<file path="config.mk">
export PLATFORM = sky130hd
export DESIGN_NAME = ct2u_back
export DESIGN_NICKNAME = d
export VERILOG_FILES = /design/src/rtl/ct2u_pkg.sv /design/src/rtl/ct2u_back.sv
export SDC_FILE = /design/constraint.sdc
export NUM_CORES = 1
export LEC_CHECK = 0
export BUFFER_PORTS_ARGS = -buffer_cell sky130_fd_sc_hd__clkbuf_2
export CORE_UTILIZATION = 43
export CTS_CLUSTER_DIAMETER = 60
export CTS_CLUSTER_SIZE = 8
export DETAILED_ROUTE_END_ITERATION = 12
export GPL_ROUTABILITY_DRIVEN = 0
export PLACE_DENSITY = 0.83
export SYNTH_ARGS = -nofsm -noshare
export SYNTH_HDL_FRONTEND = slang
export SYNTH_SLANG_ARGS = --single-unit
</file>
<file path="constraint.sdc">
create_clock -name clk -period 3.65 [get_ports clk]
set_input_delay 0.1825 -clock clk [delete_from_list [all_inputs] [get_ports clk]]
set_output_delay 0.1825 -clock clk [all_outputs]
set_load 0.02 [all_outputs]
</file>
<file path="src/rtl/ct2u_pkg.sv">
// shared types, constants and codes for the codepage to utf-8 transcoder
package ct2u_pkg;

  localparam int TABLE_DEPTH   = 256;
  localparam int TABLE_ADDR_W  = 8;
  localparam int CP_W          = 32;
  localparam int IN_TDATA_W    = 48;
  localparam int Q_DEPTH_DEF   = 4;

  // input item kinds carried in tuser
  localparam logic KIND_DATA     = 1'b0;
  localparam logic KIND_TABLE_WR = 1'b1;

  // mode register codes
  localparam logic [1:0] MODE_PASS  = 2'd0;
  localparam logic [1:0] MODE_PAGE0 = 2'd1;

  localparam logic [CP_W-1:0] CP_MAX_1B = 32'h0000_007F;
  localparam logic [CP_W-1:0] CP_MAX_2B = 32'h0000_07FF;
  localparam logic [CP_W-1:0] CP_MAX_3B = 32'h0000_FFFF;
  localparam logic [CP_W-1:0] CP_MAX    = 32'h0010_FFFF;

  localparam logic [7:0] LEAD_2B = 8'hC0;
  localparam logic [7:0] LEAD_3B = 8'hE0;
  localparam logic [7:0] LEAD_4B = 8'hF0;
  localparam logic [7:0] CONT    = 8'h80;
  localparam logic [5:0] CONT_MASK = 6'h3F;
  localparam logic [7:0] REPL_B0 = 8'hEF;
  localparam logic [7:0] REPL_B1 = 8'hBF;
  localparam logic [7:0] REPL_B2 = 8'hBD;

  // one encoded run: up to four bytes, first byte in the low bits
  typedef struct packed {
    logic       buf_end;
    logic [1:0] n_minus1;
    logic [31:0] bytes;
  } q_entry_t;

  // queue status seen by the front end
  typedef struct packed {
    logic       full;
    logic       nearly_full;
  } q_status_t;

endpackage

</file>
<file path="src/rtl/ct2u_back.sv">
// back end: sends one byte of the head run per cycle while the receiver is ready, through an output register
module ct2u_back import ct2u_pkg::*; (
  input  logic     clk,
  input  logic     rst_n,
  input  logic     not_empty,
  input  q_entry_t head,
  output logic     pop,
  output logic     out_tvalid,
  input  logic     out_tready,
  output logic [7:0] out_tdata,
  output logic     out_tlast,
  output logic     out_tuser
);

  logic       load;
  logic       at_last;
  logic [1:0] idx_r, idx_nxt;
  logic       valid_r, valid_nxt;
  logic [7:0] byte_r;
  logic       last_r;
  logic       end_r;
  logic [7:0] sel_byte;

  assign load    = !valid_r || out_tready;
  assign at_last = (idx_r == head.n_minus1);
  assign pop     = load && not_empty && at_last;

  always_comb begin
    unique case (idx_r)
      2'd0: sel_byte = head.bytes[7:0];
      2'd1: sel_byte = head.bytes[15:8];
      2'd2: sel_byte = head.bytes[23:16];
      2'd3: sel_byte = head.bytes[31:24];
      default: sel_byte = head.bytes[7:0];
    endcase
  end

  always_comb begin
    idx_nxt   = idx_r;
    valid_nxt = valid_r;
    if (load) begin
      valid_nxt = not_empty;
      if (not_empty) begin
        idx_nxt = at_last ? 2'd0 : idx_r + 2'd1;
      end
    end
  end

  always_ff @(posedge clk) begin
    if (!rst_n) begin
      valid_r <= 1'b0;
      idx_r   <= 2'd0;
    end else begin
      valid_r <= valid_nxt;
      idx_r   <= idx_nxt;
    end
  end

  always_ff @(posedge clk) begin
    if (load && not_empty) begin
      byte_r <= sel_byte;
      last_r <= at_last;
      end_r  <= at_last && head.buf_end;
    end
  end

  assign out_tvalid = valid_r;
  assign out_tdata  = byte_r;
  assign out_tlast  = last_r;
  assign out_tuser  = end_r;

endmodule

</file>
Word level (Yosys, flattened, before mapping). Cells that the tools add are included.

Register bits after elaboration: 13. Latch bits: 0. RAM bits: 0. Bits in read-only memories: 0. Input port bits: 39. Output and inout port bits: 12. Memories kept: 0.

$add $sub $neg: 1. $mul: 0. Divide/modulo/power cells: 0. Order comparisons: 0. Equal/unequal tests: 4. Shift operators: 0. Mux-type cells: 2. Bitwise logic cells: 0. Reduce and logical (&&, ||, !) cells: 7.

Operator list (number): $pmux W8 S4 (1); $eq A2 B2 Y1 const B (2); $logic_and A1 B1 Y1 (3); $add A2 B1 Y2 const B (1); $eq A2 B1 Y1 const B (1); $eq A2 B2 Y1 (1); $logic_not A2 Y1 (1); $mux W2 (1); $reduce_and A2 Y1 (1); $logic_not A1 Y1 (1); $logic_or A1 B1 Y1 (1).

Depth between registers and ports, before layout.
Depth in word-level cells: 4. Mapped depth: 5. Gate-level depth less buffers: 4.

Worst setup path after synthesis. No wires, ideal clock.

Path type: register to register. Start: register idx_r[0]. End: register byte_r[0], in the netlist out_tdata[0] (data pin). Data arrival time: 1158 ps. Data required time: 3382 ps. Setup slack: 2224 ps. Cell stages (with the launch flop): 6. Buffers on the path: 1. Path through: dfxtp_1 inv_1 ha_1 buf_6 a222oi_1 mux2i_1.

Word-level cells in the longest chain between the ends: 2. Elaborated cells between the ends (all ways): 5. Those cells by class: 3 x eq/ne; 1 x mux; 1 x reduce/logical.

Ends and longest elaborated chain: start: declaration (line ct2u_back.sv:17) `logic [1:0] idx_r, idx_nxt;`; start signal: assignment (line ct2u_back.sv:55) `idx_r <= idx_nxt;`; $eq A2 B2 Y1 (tied with other cells) (line ct2u_back.sv:29) `unique case (idx_r)`; $pmux W8 S4 (*) (line ct2u_back.sv:29); named net sel_byte[0] (line ct2u_back.sv:22) `logic [7:0] sel_byte;`; end signal: assignment (line ct2u_back.sv:61) `byte_r <= sel_byte;`; end: declaration (line ct2u_back.sv:19) `logic [7:0] byte_r;`.

Mark *: on every way through the listed nets, which the timed path passes. The rest lies on a longest branch. A chain may end at the register's enable or synchronous reset.

Worst setup path after layout.
Start: register valid_r, in the netlist out_tvalid. End: output port pop.

Word-level cells in the longest chain between the ends: 4.

Ends and longest elaborated chain: start: declaration (line ct2u_back.sv:18) `logic valid_r, valid_nxt;`; start signal: assignment (line ct2u_back.sv:54) `valid_r <= valid_nxt;`; $logic_not A1 Y1 (line ct2u_back.sv:24) `assign load = !valid_r || out_tready;`; $logic_or A1 B1 Y1 (line ct2u_back.sv:24); $logic_and A1 B1 Y1 (2 in a row) (line ct2u_back.sv:26) `assign pop = load && not_empty && at_last;`; end: declaration (line ct2u_back.sv:7) `output logic pop,`.

Every way passes these cells.

==> results.md <==
* Hold depth at 3
* Sequential cell area fraction in the yosys report at 49.4%
* Grt met3 use at 5.53%
* RSZ-0062 raised after global routing: no
* Setup bufs post-CTS at 0
* Final Cycle Share at 47.1%
* R2R setup slack at 2040 ps
* CTS Sinks at 13
* Critical path's slowest cell: and2_1
* Drt pass-1 iters at 4
* Critical path type: reg -> out
* Status: complete, no violations
* Met2 Use GR at 30.7%
* Clock Pin Slew Worst Setup and Hold Paths at 80 ps
* IO buf count at 50
* Gr busiest metal: met2
* Simple-gate area share of the yosys netlist at 8.06%
* IO Pins at 51
* Full die area at 0.00186 sq mm
* Sequential share of power at 49.2%
* Switching power of the nets at 0.107 mW
* Max_slew headroom at 63.9%
* Crit path from: out_tvalid
* Post-synth cell types at 16
* Power Internal at 0.264 mW
* Worst-case vdd ir drop at 0.173 mV
* DR iter-0 viols at 31
* Largest net degree at the start of global routing at 14
* DRT Wirelength at 1710 um
* Clock share of power at 24.2%
* Minimum clock period at 1720 ps
* DP HPWL at 1320 um
* Hold Fails Final Rpt at 0
* Final core utilization at 65.2%
* Max Slew Vio Count at 0
* Multiplexer share of the synthesized area at 11.0%
* Synth area leader: edfxtp_1
* DRC at 0
* Post-synth top area share at 41.2%
* GRT overflow at 0
* Hold WC Path Type: in -> reg
* R2R cell count at 4
* Highest clock rate at 582 MHz
* Worst slew pin tran at 542 ps
* CTS tree: built
* Layout cell share with drive strength beyond 1 at 49.1%
* Vias in the first global route at 620
* Clk buf depth at 2
* PD cells at 369 mW/mm^2
* Syn Inst Count at 61
* Initial antenna violation count at 0
* FF+latch count, synth at 13
* Most common cell after layout, fill and taps aside: clkbuf_2
* Gr usage total at 19.6%
* Worst Hold Endpoint: out_tvalid
* Cell breakdown of the critical path: nand2b_4 > and2_1 > and2_1 > clkbuf_2
* Critical Path Start Type: flop
* Reg-to-reg startpoint: idx_r[0]
* # nets final at 156
* Vias per cell at 5.27
* Via count at 674
* Critical R2R Capture: out_tdata[7]
* Switching Fraction at 28.8%
* Synth top area cells: edfxtp_1 (41%), a222oi_1 (11%), mux2i_1 (11%)
* Starting Density at 47.3%
* Core area at 0.00154 sq mm
* Clk_skew at 5.12 ps
* Setup-failing EPs final at 0
* Adder-cell share of the synthesized area at 6.86%
* Routed wire per std cell at 13.4 um
* Area of the mapped netlist at 729 sq um
* Syn. warnings at 0
* Net Count, Synth at 104
* ANT cells at 0
* Mean Syn Cell Area at 12.0 sq um
* Grt met1 use at 23.4%
* Critical Path RT at 3470 ps
* Die Y at 43.2 um
* Compound-cell area share of the yosys netlist at 13.7%
* CTS buffer count at 3
* Largest family of logic cells by synthesized area: compound AO/OA/AOI/OAI gates
* Logic gate share of total power at 26.6%
* Xor/xnor cell area share of the yosys netlist at 2.40%
* Post-CTS sizing at 0
* Area Growth Syn to Fin at 37.7%
* Worst stage delay on the critical path at 470 ps
* H-tree depth at 1
* Max Fanout on Critical Path at 13
* Worst Path Arrival at 1540 ps
* Worst setup EP type: primary output
* Hold buffer count at cts at 0
* TNS Setup at 0 ps
* Row count at 14
* HP Start: not_empty
* First-pass GRT wire length at 2600 um
* Worst-Skew Late Latency at 270 ps
* Die width at 43.2 um
* P_leak at 0.548 nW
* Max-cap violations at 0
* Post-DRT Antenna Nets at 0
* Most frequent cells in the layout: clkbuf_2 (50), inv_1 (11), edfxtp_1 (10), a222oi_1 (8), mux2i_1 (8)
* Crit-path most repeated cell: and2_1
* Root Buffer Master: clkbuf_4
-- cells in the mapped netlist (all sizes together) --
library cell / count
inv: 11
edfxtp: 10
a222oi: 8
mux2i: 8
ha: 4
and2: 3
dfxtp: 3
clkbuf: 2
nand2: 2
nand4: 2
o22ai: 2
xor2: 2
a21boi: 1
buf: 1
nand2b: 1
nor2: 1
-- sequential cells by signal (all words and copies together) (netlist names) --
register,count
out_tvalid,1
out_tdata,8
out_tlast,1
out_tuser,1
idx_r,2
-- final cells by class --
type,count,area [sq um]
well taps,16,20.0
inverters,11,41.3
clock buffers,4,26.3
flip-flops and latches,13,360
fillers,145,537
repair buffers,50,250
multi-input cells,34,307
-- per-layer routing --
| metal | up-vias | part of all wire (%) |
|---|---|---|
| met4 | 0 | 1.2 |
| met5 | - | 0 |
| met1 | 304 | 41 |
| met3 | 2 | 7.4 |
| met2 | 35 | 50 |
| li1 | 333 | - |
-- per-stage QoR --
stage | cell area, sq um | hold slack [ps] | setup slack [ps] | power (mW) | cells
after floorplan | 729 | 321 | 2220 | 0.247 | 61
after global placement | 978 | 456 | 2150 | 0.282 | 124
after detailed placement | 978 | 461 | 2080 | 0.285 | 124
after CTS | 1000 | 167 | 1920 | 0.371 | 128
after global routing | 1000 | 167 | 1830 | 0.389 | 128
final | 1000 | 166 | 1930 | 0.371 | 128
-- critical path, delay by kind of cell (launching register included) --
family / cells / cell delay (ps)
AND/OR/NAND/NOR: 3 / 750
flip-flops: 1 / 340
buffers and inverters: 1 / 160
-- power by group through the flow --
stage               clock network (mW)  registers (mW)  logic (mW)
finish                          0.0898           0.183      0.0987
global route                    0.0967           0.184       0.108
CTS                             0.0896           0.183      0.0990
detailed placement                   0           0.186      0.0984
global placement                     0           0.185      0.0966
floorplan                            0           0.201      0.0459
-- worst max path at each step --
| stage | end | slack (ps) |
|---|---|---|
| 2_1_floorplan | out_tdata[0] | 2220 |
| 3_3_place_gp | out_tdata[7] | 2150 |
| 3_5_place_dp | out_tdata[4] | 2080 |
| 4_1_cts | pop | 1920 |
| 5_1_grt | pop | 1830 |
| 6_report | pop | 1930 |
-- cell families (layout without fill, tap and decap cells) --
| family | Yosys count | count (layout) |
|---|---|---|
| flops | 13 | 13 |
| simple gates | 9 | 9 |
| mux | 8 | 8 |
| compound gates | 11 | 11 |
| xor+xnor | 2 | 2 |
| fa+ha+maj | 4 | 4 |
| buf+inv | 14 | 65 |
Power figures use the tool's default switching activity.
