### config.mk
export PLATFORM = sky130hd
export DESIGN_NAME = ct2u_queue
export DESIGN_NICKNAME = d
export VERILOG_FILES = /design/src/rtl/ct2u_pkg.sv /design/src/rtl/ct2u_queue.sv
export SDC_FILE = /design/constraint.sdc
export NUM_CORES = 1
export LEC_CHECK = 0
export ABC_AREA = 1
export BUFFER_PORTS_ARGS = -buffer_cell sky130_fd_sc_hd__buf_2
export CELL_PAD_IN_SITES_DETAIL_PLACEMENT = 0
export CELL_PAD_IN_SITES_GLOBAL_PLACEMENT = 1
export CORE_UTILIZATION = 42
export DETAILED_ROUTE_END_ITERATION = 10
export PLACE_DENSITY_LB_ADDON = 0.25
export SETUP_SLACK_MARGIN = 0.2
export SLEW_MARGIN = 20
export SYNTH_ARGS = -nofsm -noshare
export SYNTH_HDL_FRONTEND = slang
export SYNTH_SLANG_ARGS = --single-unit
### constraint.sdc
create_clock -name clk -period 1.7 [get_ports clk]
set_input_delay 0.085 -clock clk [delete_from_list [all_inputs] [get_ports clk]]
set_output_delay 0.085 -clock clk [all_outputs]
set_load 0.03 [all_outputs]
### src/rtl/ct2u_pkg.sv
// shared types, constants and codes for the codepage to utf-8 transcoder
package ct2u_pkg;

  localparam int TABLE_DEPTH   = 256;
  localparam int TABLE_ADDR_W  = 8;
  localparam int CP_W          = 32;
  localparam int IN_TDATA_W    = 48;
  localparam int Q_DEPTH_DEF   = 4;

  // input item kinds carried in tuser
  localparam logic KIND_DATA     = 1'b0;
  localparam logic KIND_TABLE_WR = 1'b1;

  // mode register codes
  localparam logic [1:0] MODE_PASS  = 2'd0;
  localparam logic [1:0] MODE_PAGE0 = 2'd1;

  localparam logic [CP_W-1:0] CP_MAX_1B = 32'h0000_007F;
  localparam logic [CP_W-1:0] CP_MAX_2B = 32'h0000_07FF;
  localparam logic [CP_W-1:0] CP_MAX_3B = 32'h0000_FFFF;
  localparam logic [CP_W-1:0] CP_MAX    = 32'h0010_FFFF;

  localparam logic [7:0] LEAD_2B = 8'hC0;
  localparam logic [7:0] LEAD_3B = 8'hE0;
  localparam logic [7:0] LEAD_4B = 8'hF0;
  localparam logic [7:0] CONT    = 8'h80;
  localparam logic [5:0] CONT_MASK = 6'h3F;
  localparam logic [7:0] REPL_B0 = 8'hEF;
  localparam logic [7:0] REPL_B1 = 8'hBF;
  localparam logic [7:0] REPL_B2 = 8'hBD;

  // one encoded run: up to four bytes, first byte in the low bits
  typedef struct packed {
    logic       buf_end;
    logic [1:0] n_minus1;
    logic [31:0] bytes;
  } q_entry_t;

  // queue status seen by the front end
  typedef struct packed {
    logic       full;
    logic       nearly_full;
  } q_status_t;

endpackage

### src/rtl/ct2u_queue.sv
// short fifo of encoded runs between front and back end
module ct2u_queue import ct2u_pkg::*; #(
  parameter int DEPTH = Q_DEPTH_DEF
) (
  input  logic                       clk,
  input  logic                       rst_n,
  input  logic                       push,
  input  q_entry_t                   push_entry,
  input  logic                       pop,
  output logic                       not_empty,
  output q_entry_t                   head,
  output q_status_t                  stat,
  output logic [$clog2(DEPTH+1)-1:0] count
);

  localparam int PTR_W = (DEPTH > 1) ? $clog2(DEPTH) : 1;
  localparam int CNT_W = $clog2(DEPTH+1);

  q_entry_t entries_r [DEPTH];
  logic [PTR_W-1:0] wr_ptr_r, wr_ptr_nxt;
  logic [PTR_W-1:0] rd_ptr_r, rd_ptr_nxt;
  logic [CNT_W-1:0] count_r, count_nxt;
  logic             do_pop;

  assign do_pop = pop && (count_r != '0);

  always_comb begin
    wr_ptr_nxt = wr_ptr_r;
    rd_ptr_nxt = rd_ptr_r;
    count_nxt  = count_r;
    if (push) begin
      wr_ptr_nxt = (wr_ptr_r == PTR_W'(DEPTH-1)) ? '0 : wr_ptr_r + 1'b1;
    end
    if (do_pop) begin
      rd_ptr_nxt = (rd_ptr_r == PTR_W'(DEPTH-1)) ? '0 : rd_ptr_r + 1'b1;
    end
    unique case ({push, do_pop})
      2'b10:   count_nxt = count_r + 1'b1;
      2'b01:   count_nxt = count_r - 1'b1;
      default: count_nxt = count_r;
    endcase
  end

  always_ff @(posedge clk) begin
    if (!rst_n) begin
      wr_ptr_r <= '0;
      rd_ptr_r <= '0;
      count_r  <= '0;
    end else begin
      wr_ptr_r <= wr_ptr_nxt;
      rd_ptr_r <= rd_ptr_nxt;
      count_r  <= count_nxt;
    end
  end

  always_ff @(posedge clk) begin
    if (push) begin
      entries_r[wr_ptr_r] <= push_entry;
    end
  end

  assign head             = entries_r[rd_ptr_r];
  assign not_empty        = (count_r != '0);
  assign stat.full        = (count_r == CNT_W'(DEPTH));
  assign stat.nearly_full = (count_r == CNT_W'(DEPTH-1));
  assign count            = count_r;

endmodule

Word-level counts from Yosys, hierarchy flattened
Memory sizes are Yosys's and may differ from the RTL's. A register that Yosys moved wholly into a read port is not among the register bits.
Cells that the tools add are included.
{"block": "totals", "out_inout_bits": 41, "ramBits": 140, "inputBits": 39, "memories": 1, "regBits": 7, "wordCells": 24}
{"name": "entries_r", "depth": 4, "word_bits": 35, "rd": 1, "rd_ports_with_merged_regs": 1, "wr": 1, "line_no": "ct2u_queue.sv:19", "text": "q_entry_t entries_r [DEPTH];"}
{"block": "op_classes", "eq_ne": 6, "mux": 7, "n_addsub": 4, "n_reduce_logical": 3}
{"op": "2-bit two-way mux", "n": 4}
{"op": "2-bit == test, second input constant", "n": 3}
{"op": "3-bit one-hot mux with 2 select lines", "n": 1}
{"op": "2-bit by 1-bit adder with 2-bit output, second input constant", "n": 2}
{"op": "3-bit by 1-bit adder with 3-bit output, second input constant", "n": 1}
{"op": "3-bit by 2-bit == test with 1-bit output, second input constant", "n": 1}
{"op": "3-bit == test, second input constant", "n": 1}
{"op": "3-bit nonzero test", "n": 1}
{"op": "3-bit by 1-bit subtractor with 3-bit output, second input constant", "n": 1}
{"op": "2-bit by 1-bit == test with 1-bit output, second input constant", "n": 1}
{"op": "1-bit two-way mux", "n": 2}
{"op": "2-bit nonzero test", "n": 1}
{"op": "1-bit logical AND", "n": 1}

Logic depth before layout (Yosys ltp)
Gate-level depths: netlist of run 1.
{"block": "depth", "word_depth": 4, "ltp_mapped": 12, "mapped_depth_nobuf": 12}

Worst setup path before layout of run 1
OpenSTA, ideal clock, no wires.
{"block": "synth_timing", "kind": "register to register", "start": "register count_r[0] (netlist: count[0])", "end": "register count_r[2] (netlist: count[2])", "arrival_ns": 2.076, "slack_ns": -0.486, "required_time_ns": 1.590, "stages_incl_launch_ff": 13, "setup_ns": 0.110, "period_less_slack_ns": 2.186, "n_path_buf": 0, "cell_sequence": "dfxtp_1 -> inv_1 -> nand3_1 -> and2_1 -> ha_1 -> inv_1 -> fa_1 -> inv_1 -> nand2_1 -> nand3_1 -> nand2_1 -> inv_1 -> nor2_1"}
{"block": "synth_between", "elab_chain_len": 4, "elab_cells_between_ends": 8, "classes_between": "add/sub: 2; eq/ne: 2; mux: 1; reduce/logical: 3"}
{"element": "start: declaration", "line_no": "ct2u_queue.sv:22", "text": "logic [CNT_W-1:0] count_r, count_nxt;"}
{"element": "start signal: assignment", "line_no": "ct2u_queue.sv:52", "text": "count_r <= count_nxt;"}
{"element": "3-bit nonzero test (*)"}
{"element": "named net not_empty", "line_no": "ct2u_queue.sv:10", "text": "output logic not_empty,"}
{"element": "1-bit logical AND (*)", "line_no": "ct2u_queue.sv:25", "text": "assign do_pop = pop && (count_r != '0);"}
{"element": "2-bit by 1-bit == test with 1-bit output or 2-bit == test (tied branches)", "line_no": "ct2u_queue.sv:37", "text": "unique case ({push, do_pop})"}
{"element": "3-bit one-hot mux with 2 select lines or 2-bit nonzero test (tied branches)"}
Mark *: on every way through the listed nets, which the timed path passes. The rest lies on a longest branch.
A chain may end at the register's enable or synchronous reset.

==> results of run 1 <==
worst max-delay path, stage by stage, from the launching register on:
cell,delay [ns]
dfxtp_4,0.39
buf_6,0.15
buf_12,0.13
o21ai_0,0.10
o22ai_1,0.19
buf_4,0.19
registers in the layout, summed over array words and instances (netlist names), named ones only:
name	count
rd_ptr_r	2
entries_r	140
wr_ptr_r	2
count	3
cell usage in the layout, fill, tap and decap left out, types with 3 or more instances in the layout:
cell,Yosys,final
buf_16,0,7
ha_1,6,5
clkinvlp_4,0,8
o22ai_2,0,8
o21ai_0,40,13
dlygate4sd3_1,0,36
nor2_2,0,3
dfxtp_4,0,5
o21ai_2,0,16
nand2_1,10,6
nand2_2,0,4
buf_6,2,13
o22ai_1,35,27
nor2_1,73,70
inv_2,1,3
buf_2,7,45
clkinv_2,0,4
a21oi_1,5,4
clkbuf_16,0,22
buf_12,0,17
bufinv_16,0,3
o21ai_1,34,43
edfxtp_1,140,140
buf_4,12,43
inv_4,1,4
inv_1,15,4
kinds of logic (layout without fill, tap and decap cells):
group / after synthesis / count (layout) / share of synthesized area (%)
compound gates: 115 / 115 / 11.0
fa+ha+maj: 7 / 7 / 1.67
buf+inv: 38 / 216 / 3.77
flops: 149 / 149 / 77.2
simple gates: 92 / 92 / 6.35
metrics by stage:
step / total power [mW] / instance area [µm²] / setup WS [ns]
6_report: 12.4 / 8310 / 0.0323
5_1_grt: 12.9 / 8310 / -0.0366
3_5_place_dp: 7.29 / 6490 / 0.130
4_1_cts: 12.1 / 8020 / 0.0188
3_3_place_gp: 7.25 / 6490 / 0.136
2_1_floorplan: 6.40 / 5750 / 0.0348
cell usage after synthesis (all sizes together):
library cell  count  area share (%)
nand2            10            0.66
o21ai            74             6.5
nand4             1            0.11
nor3              2            0.18
nand3             4            0.35
ha                6             1.3
o22ai            35             3.9
inv              17             1.2
nor2             73             4.8
and2              1            0.11
a21oi             5            0.44
o211a             1            0.18
buf              21             2.6
or2               1            0.11
dfxtp             9             3.2
edfxtp          140              74
fa                1            0.35
metal layers:
layer	GRT usage [%]	wire (µm)	vias up
li1	-	-	1837
met1	26.2	6110	1865
met2	31.5	6530	92
met3	4.87	614	20
met4	9.05	267	0
met5	0	0	-
layout make-up:
type	instances	share of cell area, %
clock buffers	18	5.16
multi-input cells	214	15.3
well taps	176	2.65
repair buffers	167	20.8
clock inverters	14	1.94
inverters	17	1.22
flip-flops and latches	149	53.0
what timing repair did:
action / 4_1_cts / 5_1_grt
cloned: 8 / 5
buffers inserted: 19 / 3
gates resized for setup: 79 / 56
setup endpoints to repair: 38 / 66
pin swaps: 19 / 25
hold endpoints to repair: 149 / 0
hold buffers: 36 / 0
how the worst max path moves through the flow:
stage / start / to / slack [ns] / depth (start not counted)
floorplan: count[0] / count[2] / 0.03 / 12
global placement: count[0] / count[2] / 0.14 / 12
detailed placement: count[0] / count[2] / 0.13 / 12
CTS: register / head[14] / 0.02 / 4
global route: register / head[30] / -0.04 / 5
finish: register / head[9] / 0.03 / 5
where the power goes:
group	total, mW	internal [mW]	switching (mW)
clock	3.72	2.29	1.43
combinational	4.31	1.91	2.40
sequential	4.36	4.24	0.117
total	12.4	8.45	3.94
==> run summary, run 1 <==
Min-Delay Startpoint = pop
Sequential share of the synthesized area = 77.2%
Setup TNS = 0 ns
TritonCTS buffer count = 17
WHS = 0.0224 ns
Relative slew slack = 82.7%
CP endpoint kind = primary output
Antenna Violating Nets Remaining = 0
CTS tree = yes
Total track usage = 20.0%
I/O Pins = 80
Drt initial violations = 233
Worst Hold Class = in2reg
Post-Synthesis Net Count = 447
Initial core utilization = 43.0%
Placed insts = 652
Vias in the first global route = 3702
Drt drc = 0
First-pass GRT wire length = 20400 µm
Largest net degree at the start of global routing = 25
Storage element area = 4410 µm²
Pwr dens = 1490 nW/µm²
Leak Pwr = 3.07 nW
Ant diodes = 0
Worst R2R End = count[2]
Tmin final = 1.67 ns
Per-cell routed wire length = 17.9 µm
Reg clk slew, reported paths = 0.06 ns
RSZ-0062 raised after global routing = yes
Register bit total from synthesis = 149
Hpwl dp = 6830 µm
Die width = 118 µm
Post-Syn Area = 5680 µm²
Die area = 14000 µm²
WP data required = 1.62 ns
Area of the multi-input gates = 1270 µm²
Die Y = 118 µm
Via density = 5.05
H-tree levels = 4
Congestion Overflow GR = 0
Drt pass-1 iters = 4
Reg2Reg Depth = 11
FMAX = 600 MHz
Nets@finish = 612
Finished Layout Cells = 755
Hold depth = 4
Share of cells above drive strength 1 = 38.2%
Row count = 42
Worst-margin pin slew = 0.259 ns
WS Path Type = reg2out
Final worst path period share = 98.1%
Maximum fanout along the worst path = 7
Number of buffers added on ports = 79
Clock sink count = 149
Layout area overhead = 46.4%
Final Core Density = 63.0%
Worst endpoint data arrival time = 1.58 ns
DR vias = 3814
Final Skew = 0.00756 ns
Max Cap Viol = 0
R2r setup slk = 0.17 ns
Root buffer cell = clkbuf_16
Syn_area_per_cell = 14.2 µm²
Slew Viols, Final = 0
Final Hold Violating Endpoints = 0
GPL Wtd Cong = 0.745
Yosys cell types = 22
FF-to-FF Start = count[1]
Post-Route WL = 13500 µm
Core area = 13200 µm²
Max clock buf depth = 2
Startpoint Class = register
Status = finished, final reports clean
Max VDD drop = 823 µV
Ys Warns = 0
Antenna violations before repair = 0
Post-synthesis cell count = 401
# fillers = 1007
Clk Latency, worst-skew pair = 0.42 ns
Final setup fails = 0
(Power assumes the default switching activity.)
==> run 2: changes to the inputs <==
--- a/config.mk
+++ b/config.mk
@@ -5,11 +5,10 @@
 export SDC_FILE = /design/constraint.sdc
 export NUM_CORES = 1
 export LEC_CHECK = 0
-export ABC_AREA = 1
 export BUFFER_PORTS_ARGS = -buffer_cell sky130_fd_sc_hd__buf_2
 export CELL_PAD_IN_SITES_DETAIL_PLACEMENT = 0
 export CELL_PAD_IN_SITES_GLOBAL_PLACEMENT = 1
-export CORE_UTILIZATION = 42
+export CORE_UTILIZATION = 44
 export DETAILED_ROUTE_END_ITERATION = 10
 export PLACE_DENSITY_LB_ADDON = 0.25
 export SETUP_SLACK_MARGIN = 0.2
==> run 2 against run 1 <==
Effect of this change:
- the flow now finishes with violations (setup timing)
- synthesized cell count decreased by 41%
- hold slack gained 0.024 ns
- clock-buffer cell count grew 8
- flip-flop and latch count unchanged
- power is 12% lower
- clock power shrank 9.7%
- area after synthesis decreased by 1.8%
- critical path type unchanged
- core utilization fell by 0.63 points
- largest power group unchanged
==> run summary, run 2 <==
Status = finished, violations left
Violated checks = setup timing
Post-Synthesis Net Count = 281 (-37%)
Max Cap Viol = 0 (unchanged)
Internal = 8.00 mW (-5.3%)
Max VDD drop = 802 µV (-2.5%)
Sw Share = 27.0% (-4.8 points)
Leak Pwr = 2.66 nW (-13%)
Final Skew = 0.00599 ns (-0.00157 ns)
Antenna violations before repair = 1 (+1)
Slowest cell on crit path = mux4_2
Drt drc = 0 (unchanged)
Synth top area cells = edfxtp_1 (75%), mux4_2 (12%), dfxtp_1 (3.2%), mux4_1 (2.4%), ha_1 (1.3%)
Die width = 115 µm (-3.1%)
Ys flop type = edfxtp_1
Nets@finish = 429 (-30%)
Clock sink count = 149 (unchanged)
Max FFs per register = 140 (unchanged)
Clock network fraction of total power = 30.6% (+0.6 points)
Drt initial violations = 176 (-24%)
Final setup fails = 35 (+35)
Per-cell routed wire length = 17.8 µm (-0.39%)
Hpwl dp = 5770 µm (-15%)
Pwr dens = 1440 nW/µm² (-3.1%)
Slew Viols, Final = 0 (unchanged)
CP max stage delay = 0.51 ns (+0.12 ns)
Synth top area share = 75.4% (+1.3 points)
Layout area overhead = 36.1%
Crit-path cells = buf_12, buf_16, mux4_2, buf_6
Vias in the first global route = 2935 (-21%)
CTS tree = yes
Number of synthesized flops with an enable pin = 140 (unchanged)
Post-synth top cells = edfxtp_1 (140), mux4_2 (30), dfxtp_1 (9), inv_1 (7)
I/O Pins = 80 (unchanged)
Drt pass-1 iters = 4 (unchanged)
FF-to-FF Start = count[1]
WP data required = 1.62 ns (about the same)
CP top delay family = multiplexers
Congestion Overflow GR = 0 (unchanged)
Tmin final = 1.83 ns (+0.161 ns)
Antenna Violating Nets Remaining = 0 (unchanged)
Worst endpoint data arrival time = 1.74 ns (+0.16 ns)
WS Path Type = reg2out
Synth async-reset ratio = 0% (unchanged)
Yosys top cell by area = edfxtp_1
Yosys cell types = 27 (+23%)
Post-Syn Area = 5580 µm² (-1.8%)
Total track usage = 17.1% (-2.8 points)
Setup TNS = -2.77 ns (-2.77 ns)
Post-Route WL = 10100 µm (-25%)
Largest net degree at the start of global routing = 30 (+20%)
Worst-margin pin slew = 0.253 ns (-0.00597 ns)
Relative slew slack = 83.1% (+0.43 points)
H-tree levels = 4 (unchanged)
Worst Hold Class = in2reg
Register bit total from synthesis = 149 (unchanged)
Startpoint Class = register
Initial core utilization = 45.9% (+2.8 points)
Comb pwr share = 29.8% (-5.0 points)
Sequential share of the synthesized area = 78.6% (+1.4 points)
Row count = 40 (-4.8%)
Root buffer cell = clkbuf_16
Post-synthesis cell count = 235 (-41%)
Die Y = 115 µm (-3.1%)
Most frequent cells in the layout = edfxtp_1 (140), buf_2 (42), buf_6 (39)
First-pass GRT wire length = 15800 µm (-22%)
Maximum fanout along the worst path = 5 (-2)
Reg clk slew, reported paths = 0.05 ns (about the same)
Leading cell type in the layout, fill and taps excluded = edfxtp_1
CP endpoint kind = primary output
Sequential Power Share = 39.6% (+4.4 points)
RSZ-0062 raised after global routing = yes
TritonCTS buffer count = 17 (unchanged)
Placed insts = 490 (-25%)
Finished Layout Cells = 565 (-25%)
Clk Latency, worst-skew pair = 0.41 ns (about the same)
GPL Wtd Cong = 0.716 (-3.8%)
Final Core Density = 62.4% (-0.63 points)
Final Hold Violating Endpoints = 0 (unchanged)
Syn_area_per_cell = 23.7 µm² (+68%)
DR vias = 2752 (-28%)
Most common cell in the netlist = edfxtp_1
Die area = 13100 µm² (-6.1%)
Final worst path period share = 108% (+9.5 points)
FMAX = 547 MHz (-8.8%)
Min-Delay Startpoint = push
Core area = 12200 µm² (-7.8%)
Via density = 4.87 (-3.6%)
PnR worst setup slack = -0.129 ns (-0.161 ns)
# fillers = 907 (-9.9%)
Number of buffers added on ports = 79 (unchanged)
Ys Warns = 0 (unchanged)
Share of cells above drive strength 1 = 44.4% (+6.3 points)
Max clock buf depth = 2 (unchanged)
Psw = 2.96 mW (-25%)
Most flops, register = entries_r
Crit path buffers/inverters = 3 (unchanged)
-- run 2: cell types whose count changed after synthesis, sizes merged, moves of 5 or more --
cell / change
nor2: -72
o21ai: -70
buf: -14
mux4: +35
o22ai: -35
and2: +5
nand2: -7
inv: -10
-- run 2: kinds of logic after synthesis --
kind of cell	synth area share, %
simple gates	1.91
mux	14.6
compound gates	0.718
fa+ha+maj	1.70
xor+xnor	0.314
flops	78.6
buf+inv	2.11
-- run 2: cell type report --
| class | count | area, µm² | share of cell area [%] |
|---|---|---|---|
| flip-flops and latches | 149 | 4400 | 58.0 |
| multi-input cells | 71 | 1100 | 14.5 |
| well taps | 168 | 210 | 2.77 |
| clock inverters | 6 | 53.8 | 0.709 |
| diodes | 1 | 2.50 | 0.0330 |
| clock buffers | 26 | 479 | 6.31 |
| inverters | 7 | 26.3 | 0.346 |
| repair buffers | 137 | 1320 | 17.4 |
-- run 2: what timing repair did --
item                                    CTS  global route
endpoints found under the setup margin   38            92
buffers inserted                          3             0
pin swaps                                 4             2
cloned                                    3             0
gates resized for setup                  89             6
hold endpoints to repair                145             0
hold buffers                             36             0
-- run 2: final timing paths --
kind | end | slack, ns | cells past startpoint
worst max-delay path | head[26] | -0.13 | 4
worst min-delay path | wr_ptr_r[1] | 0.05 | 3
worst max register to register | count[2] | 0.06 | 8
worst min register to register | register | 0.53 | 2
-- run 2: power by group through the flow --
| stage | registers (mW) | clock network (mW) | logic [mW] |
|---|---|---|---|
| finish | 4.34 | 3.36 | 3.26 |
| CTS | 4.35 | 3.43 | 3.29 |
| detailed placement | 4.40 | 0 | 2.46 |
| global route | 4.36 | 3.59 | 3.46 |
| floorplan | 4.44 | 0 | 1.75 |
| global placement | 4.38 | 0 | 2.43 |
-- run 2: per-layer routing --
metal / track usage, % / vias to the layer above / part of all wire (%) / wire, µm
met5: 0 / - / 0 / 0
met4: 7.97 / 0 / 2.0 / 199
met3: 4.76 / 18 / 4.1 / 416
met2: 28.3 / 75 / 52 / 5200
met1: 21.1 / 1383 / 42 / 4260
li1: - / 1276 / - / -
-- run 2: per-stage QoR --
| step | hold slack, ns | worst slack, ns | instance area (µm²) | total power, mW |
|---|---|---|---|---|
| after floorplan | 0.184 | -0.0890 | 5610 | 6.19 |
| after global placement | 0.296 | -0.0381 | 6320 | 6.81 |
| after detailed placement | 0.301 | -0.0460 | 6320 | 6.85 |
| after CTS | 0.0244 | -0.161 | 7570 | 11.1 |
| after global routing | 0.0992 | -0.202 | 7590 | 11.4 |
| final | 0.0468 | -0.129 | 7590 | 11.0 |
-- run 2: tightest hold or removal path, stage by stage --
cell,delay [ns]
buf_2,0.15
mux2i_1,0.09
nor2b_1,0.09
==> run 3: changes to the inputs <==
--- a/config.mk
+++ b/config.mk
@@ -6,10 +6,10 @@
 export NUM_CORES = 1
 export LEC_CHECK = 0
 export BUFFER_PORTS_ARGS = -buffer_cell sky130_fd_sc_hd__buf_2
-export CELL_PAD_IN_SITES_DETAIL_PLACEMENT = 0
-export CELL_PAD_IN_SITES_GLOBAL_PLACEMENT = 1
-export CORE_UTILIZATION = 44
+export CORE_UTILIZATION = 51
 export DETAILED_ROUTE_END_ITERATION = 10
+export GPL_TIMING_DRIVEN = 0
+export HOLD_SLACK_MARGIN = 0.1
 export PLACE_DENSITY_LB_ADDON = 0.25
 export SETUP_SLACK_MARGIN = 0.2
 export SLEW_MARGIN = 20
==> run 3 against run 2 <==
Effect of this change:
- largest power group unchanged
- combinational power increased by 4%
- via count grew 5.3%
- critical path type unchanged
- die area is 13% lower
- the flow still finishes with violations (setup timing)
- sequential power hardly changed
==> run summary, run 3 (same netlist as run 2, synthesis figures left out) <==
Share of cells above drive strength 1 = 45.6% (+1.2 points)
Die area = 11400 µm² (-13%)
Ant diodes = 0 (-1)
Hpwl dp = 5320 µm (-7.8%)
Startpoint Class = register
Nets@finish = 434 (+1.2%)
Tmin final = 1.95 ns (+0.124 ns)
Layout area overhead = 36.9%
Worst endpoint data arrival time = 1.87 ns (+0.13 ns)
Largest net degree at the start of global routing = 36 (+20%)
Status = finished, violations left
I/O Pins = 80 (unchanged)
Congestion Overflow GR = 0 (unchanged)
FF-to-FF Start = count[1]
Max clock buf depth = 2 (unchanged)
Initial core utilization = 53.3% (+7.4 points)
Maximum fanout along the worst path = 5 (unchanged)
Max VDD drop = 1090 µV (+36%)
GR Util met3 = 6.38% (+1.6 points)
Number of buffers added on ports = 79 (unchanged)
Vias in the first global route = 3040 (+3.6%)
Clock sink count = 149 (unchanged)
Final setup fails = 35 (unchanged)
Antenna Violating Nets Remaining = 0 (unchanged)
Worst-margin pin slew = 0.321 ns (+0.0677 ns)
CP endpoint kind = primary output
Most utilized layer in the global route result = met2
Violated checks = setup timing
Most frequent cells in the layout = edfxtp_1 (140), buf_6 (43), buf_2 (42)
Per-cell routed wire length = 20.7 µm (+16%)
RSZ-0062 raised after global routing = yes
TritonCTS buffer count = 17 (unchanged)
Antenna violations before repair = 0 (-1)
Post-Route WL = 11100 µm (+10%)
Final Skew = 0.00632 ns (+0.000328 ns)
GPL Wtd Cong = 0.669 (-6.5%)
Final worst path period share = 115% (+7.3 points)
Reg2Reg Depth = 8 (unchanged)
Finished Layout Cells = 537 (-5.0%)
H-tree levels = 4 (unchanged)
Leak Pwr = 2.69 nW (+1.3%)
Die width = 107 µm (-7.0%)
R2r setup slk = 0 ns (-0.06 ns)
Slew Viols, Final = 0 (unchanged)
# fillers = 664 (-27%)
PnR worst setup slack = -0.253 ns (-0.124 ns)
Row count = 37 (-7.5%)
Pwr dens = 1500 nW/µm² (+3.8%)
Relative slew slack = 78.6% (-4.5 points)
Reg clk slew, reported paths = 0.06 ns (about the same)
Max FFs per register = 140 (unchanged)
Root buffer cell = clkbuf_8
Setup TNS = -7.67 ns (-4.90 ns)
Via density = 5.40 (+11%)
Placed insts = 450 (-8.2%)
Pre-CTS WS = -0.179 ns (-0.133 ns)
Final Hold Violating Endpoints = 0 (unchanged)
Hold path endpoint = rd_ptr_r[1]
Leading cell type in the layout, fill and taps excluded = edfxtp_1
Min-Delay Startpoint = pop
Worst R2R End = count[2]
Hold depth = 5 (+2)
Drt drc = 0 (unchanged)
Met2 usage = 32.6% (+4.3 points)
Drt pass-1 iters = 4 (unchanged)
Met1 usage = 23.0% (+1.9 points)
Die Y = 107 µm (-7.0%)
WS Path Type = reg2out
FMAX = 512 MHz (-6.4%)
CTS tree = yes
Clk Latency, worst-skew pair = 0.52 ns (+0.11 ns)
Drt initial violations = 173 (-1.7%)
Max Cap Viol = 0 (unchanged)
WP data required = 1.62 ns (about the same)
Most flops, register = entries_r
Core area = 10500 µm² (-14%)
First-pass GRT wire length = 15400 µm (-2.4%)
DR vias = 2899 (+5.3%)
Total track usage = 19.2% (+2.0 points)
Worst Hold Class = in2reg
run 3: what timing repair did:
action,4_1_cts,5_1_grt
pin swaps,4,1
hold buffers,37,0
hold endpoints to repair,149,0
gates resized for setup,100,15
setup buffers,9,1
endpoints found under the setup margin,179,146
cloned,1,7
run 3: cell type report:
type	count	area, µm²	area share (%)
Tap cell	136	170	2.23
Inverter	7	28.8	0.377
Multi-Input combinational cell	75	1150	15.1
Sequential cell	149	4400	57.6
Clock inverter	12	160	2.10
Timing Repair Buffer	130	1190	15.5
Clock buffer	20	425	5.57
Buffer	8	119	1.56
run 3: per-stage QoR:
step                      hold WS, ns  power [mW]  instance area (µm²)  util (%)
after global placement          0.295        6.73                 6170      59.0
after floorplan                 0.184        6.19                 5610         -
final                           0.122        11.4                 7640      73.0
after global routing            0.153        11.8                 7640      73.0
after detailed placement        0.303        6.78                 6170      59.0
after CTS                    -0.00569        11.2                 7460      71.3
run 3: worst max-delay path by stage:
stage                     start          endpoint  slack (ns)  cells after the start
floorplan              count[0]          count[2]       -0.09                      8
global placement    wr_ptr_r[0]  entries_r[3][14]        -0.1                      2
detailed placement     count[1]          count[2]       -0.18                      8
CTS                    register          head[20]       -0.27                      4
global route           register          head[10]       -0.29                      4
finish                 register          head[24]       -0.25                      4
run 3: power breakdown:
group | internal [mW] | leakage, nW | switching, mW
registers | 4.24 | 1.36 | 0.0968
clock network | 2.36 | 0.279 | 1.36
logic | 1.75 | 1.05 | 1.65
total | 8.35 | 2.69 | 3.10
run 3: worst max-delay path, cell delays in order (launching register included):
cell and delay, ns:
dfxtp_4 0.37, buf_12 0.14, clkbuf_16 0.15, mux4_2 0.52
buf_6 0.16
run 3: layer usage:
layer	wire length, µm	up-vias	part of all wire, %
li1	-	1292	-
met3	538	18	4.8
met5	0	-	0
met1	4550	1490	41
met4	164	0	1.5
met2	5890	99	53
